===== src/hw/rtl/aes_pkg.sv =====
`default_nettype none
package aes_pkg;

	localparam int DATA_W        = 32;
	localparam int MAX_ITEMS_DEF = 64;

	// Data each cell shows to its neighbors
	typedef struct packed {
		logic                     valid;
		logic                     lt;     // new element belongs at or before this cell
		logic signed [DATA_W-1:0] value;
	} link_t;

	// Chain-wide control
	typedef struct packed {
		logic insert;
		logic shift;
	} ctrl_t;

endpackage
`default_nettype wire


===== src/hw/rtl/aes_cell.sv =====
`default_nettype none
module aes_cell (
	input  wire                              clk,
	input  wire                              arst_n,
	input  wire aes_pkg::ctrl_t              ctrl,
	input  wire logic signed [aes_pkg::DATA_W-1:0] din,
	input  wire aes_pkg::link_t              prev,
	input  wire aes_pkg::link_t              next,
	output aes_pkg::link_t                   link
);

	logic                              valid_q;
	logic signed [aes_pkg::DATA_W-1:0] value_q;
	logic                              lt;

	// Empty cells count as larger than anything
	assign lt = !valid_q || (din < value_q);

	assign link.valid = valid_q;
	assign link.lt    = lt;
	assign link.value = value_q;

	// Occupancy
	always_ff @(posedge clk or negedge arst_n) begin
		if (!arst_n) begin
			valid_q <= 1'b0;
		end else if (ctrl.shift) begin
			valid_q <= next.valid;
		end else if (ctrl.insert && lt) begin
			valid_q <= prev.lt ? prev.valid : 1'b1;
		end
	end

	// Payload: shift toward the head on emit, make room on insert
	always_ff @(posedge clk) begin
		if (ctrl.shift) begin
			value_q <= next.value;
		end else if (ctrl.insert && lt) begin
			value_q <= prev.lt ? prev.value : din;
		end
	end

endmodule
`default_nettype wire


===== config.mk =====
export PLATFORM = sky130hd
export DESIGN_NAME = aes_cell
export DESIGN_NICKNAME = d
export VERILOG_FILES = /design/src/hw/rtl/aes_pkg.sv /design/src/hw/rtl/aes_cell.sv
export SDC_FILE = /design/constraint.sdc
export NUM_CORES = 1
export LEC_CHECK = 0
export ABC_AREA = 1
export BUFFER_PORTS_ARGS = -buffer_cell sky130_fd_sc_hd__buf_2
export CELL_PAD_IN_SITES_DETAIL_PLACEMENT = 1
export CELL_PAD_IN_SITES_GLOBAL_PLACEMENT = 2
export CORE_MARGIN = 5
export CORE_UTILIZATION = 26
export CTS_BUF_LIST = sky130_fd_sc_hd__clkbuf_8
export CTS_CLUSTER_SIZE = 28
export DETAILED_ROUTE_END_ITERATION = 16
export PLACE_DENSITY = 0.91
export SYNTH_ARGS = -nofsm -noshare
export SYNTH_HDL_FRONTEND = slang
export SYNTH_SLANG_ARGS = --single-unit

===== constraint.sdc =====
create_clock -name clk -period 5.1 [get_ports clk]
set_clock_uncertainty 0.05 [all_clocks]
set_input_delay 0.255 -clock clk [delete_from_list [all_inputs] [get_ports clk]]
set_output_delay 0.255 -clock clk [all_outputs]
set_load 0.01 [all_outputs]

==> results_dict.tcl <==
set metrics [dict create \
    min_period_ps 2660 \
    ant_nets 0 \
    drive_above_1_share 0.338 \
    cts_made_buffers 5 \
    synth_top_area_cell "edfxtp_1" \
    multiInputGateArea_sq_um 1290 \
    fmax_mhz 377 \
    ff2ff_setup_slack_ps 2440 \
    grtUsageMet2 0.277 \
    critPathLaunchType "register" \
    arrival_ps 2520 \
    clock_sinks 33 \
    avgSynthCellArea_sq_um 7.84 \
    synth_nets 455 \
    clk_latency_ps 280 \
    gr-usage-met1 0.174 \
    fin_setup_tns_ps 0 \
    yosys.cell_types.count 24 \
    regArea_sq_um 986 \
    synthTopCellsByArea "edfxtp_1, a21oi_1, ha_1, nand2_1, inv_1" \
    rows 35 \
    grt_pass1_wl_um 13700 \
    ys_ff_latch 33 \
    place_hpwl_um 6840 \
    syn_area_sq_um 2510 \
    grt_use_total 0.148 \
    crit_required_ps 4960 \
    whs_ps 218 \
    first_global_vias 2827 \
    cp_slowest_cell "nand2_2" \
    start_util 0.269 \
    critical_path_class "reg -> reg" \
    hold_path.class "in -> async" \
    worstPathCellList "inv_1, ha_1, a21oi_1, nor2_1, nor3_2, nand2_1, nand2_1, nand2_1, nand2_1, nand3_1, nand3_2, nand2_2, nand2_2" \
    ir_drop_uv 95.6 \
    worst_pin_slew_ps 1190 \
    vias_per_cell 4.63 \
    synth.top_cell.area_share 0.383 \
    maxCapViolations 0 \
    timing.slew.headroom 0.204 \
    drt_iter0_drc 62 \
    place.gp.congestion 0.724 \
    powerDensity_nw_per_um2 239 \
    core_sq_um 9330 \
    critPathCaptureType "register" \
    grt_max_degree 36 \
    antenna_found_initial 0 \
    critical-path-top-cell-by-count "nand2_1" \
    wl_um 8790 \
    cts-root-buf "clkbuf_8" \
    top_usage_layer "met2" \
    vias 2683 \
    dpl.cell_count 570 \
    slowest_delay_ps 620 \
    wl_per_cell_um 15.2 \
    seq_area_frac_synth 0.393 \
    die_width_um 108 \
    synthCells 320 \
    cts.clk_slew.worst_paths_ps 70 \
    die_y_um 108 \
    instances_no_fill 579 \
    grt_setup_unrepaired "no" \
    cts_tree "yes" \
    syn2layout_area_growth_pct 34.7 \
    port_buffers 136 \
    total_power_mw 0.807 \
    grt-ovfl-total 0 \
    diodes 0 \
    setup_viol 0 \
    dr.pass1.iters 4 \
    maxSlewViolCount 0 \
    cts_buffer_depth 2 \
    status "completed" \
    nets 584 \
    period_share 0.521 \
    htreeDepth 2 \
    num_io_pins 138 \
    die_area_sq_um 11700 \
    drc 0 \
    synth_warnings 0 \
    grt_use_met3 0.0257 \
    fillers 1186 \
    p_leak_nw 1.79 \
    crit_fanout 33 \
    hold_viol 0 \
]
==> stage by stage <==
step                      area [sq um]  setup WS, ps  utilization
after detailed placement          3290          2380        0.353
after CTS                         3380          2370        0.362
after global placement            3290          2430        0.353
after global routing              3380          2180        0.362
after floorplan                   2510          2830            -
final                             3380          2440        0.362
==> state kept, by name, indices dropped and copies added (netlist names) <==
| register | cells |
|---|---|
| value_q | 32 |
| valid_q | 1 |
==> logic make-up after synthesis <==
group	share of synthesized area
AO/OA/AOI/OAI	0.179
adder cells (fa/ha/maj)	0.155
buffers and inverters	0.0923
flip-flops	0.393
AND/OR/NAND/NOR	0.181
==> timing repair <==
item,in CTS,in global routing
hold buffers,1,0
resized for setup,0,0
setup buffers,0,0
endpoints found under the hold margin,1,0
==> power by group <==
part           leakage (nW)  switching (mW)  internal [mW]  total, mW
clock network        0.0519           0.103         0.0912      0.194
registers             0.331          0.0155          0.337      0.353
logic                  1.40           0.152          0.108      0.260
total                  1.79           0.271          0.537      0.807
==> layer usage <==
metal,share of wire,vias to the layer above
li1,-,1325
met1,0.42,1289
met2,0.53,63
met3,0.049,6
met4,0.0071,0
met5,0,-
==> critical path: cells and delay by family, from the launching register on <==
family / cells / cell delay [ps]
AO/OA/AOI/OAI: 1 / 150
flip-flops: 1 / 390
adder cells (fa/ha/maj): 1 / 230
AND/OR/NAND/NOR: 10 / 1370
buffers and inverters: 1 / 70
==> placed cells by master (no fill, tap or decap), types with 2 or more instances in the layout <==
cell type  count
buf_2        136
a21oi_1       79
nand2_1       60
inv_1         45
nor2_1        37
edfxtp_1      32
ha_1          31
clkbuf_8       5
nand2_2        4
nand3_1        3
o21ai_0        3
nand4_1        2
o21ai_1        2
==> layout make-up <==
type,count,area share
clock buffer,5,0.0204
sequential,33,0.292
tap,129,0.0478
inverter,43,0.0478
multi-input combinational,228,0.382
clock inverter,3,0.00333
timing repair buffer,138,0.207
==> worst paths after layout <==
path / startpoint / to / depth (start not counted)
hold / removal: arst_n / valid_q$_DFFE_PN0P_ / 2
min in group clk: ctrl[1] / valid_q$_DFFE_PN0P_ / 4
max in group asynchronous: arst_n / valid_q$_DFFE_PN0P_ / 2
setup / recovery: value_q[5]$_DFFE_PP_ / value_q[10]$_DFFE_PP_ / 13
hold reg to reg: valid_q$_DFFE_PN0P_ / valid_q$_DFFE_PN0P_ / 2
setup reg to reg: value_q[5]$_DFFE_PP_ / value_q[10]$_DFFE_PP_ / 13
==> Yosys cell counts <==
| cell | number |
|---|---|
| a21oi_1 | 79 |
| nand2_1 | 60 |
| inv_1 | 42 |
| nor2_1 | 37 |
| edfxtp_1 | 32 |
| ha_1 | 31 |
| clkbuf_1 | 11 |
| nand2_2 | 4 |
| nand3_1 | 3 |
| o21ai_0 | 3 |
| buf_2 | 2 |
| buf_4 | 2 |
| nand4_1 | 2 |
| o21ai_1 | 2 |
| a21oi_2 | 1 |
| buf_1 | 1 |
| dfrtp_1 | 1 |
| inv_2 | 1 |
| nand3_2 | 1 |
| nand4_2 | 1 |
| nor3_1 | 1 |
| nor3_2 | 1 |
| o211ai_2 | 1 |
| o21a_1 | 1 |
(Power assumes the default switching activity.)
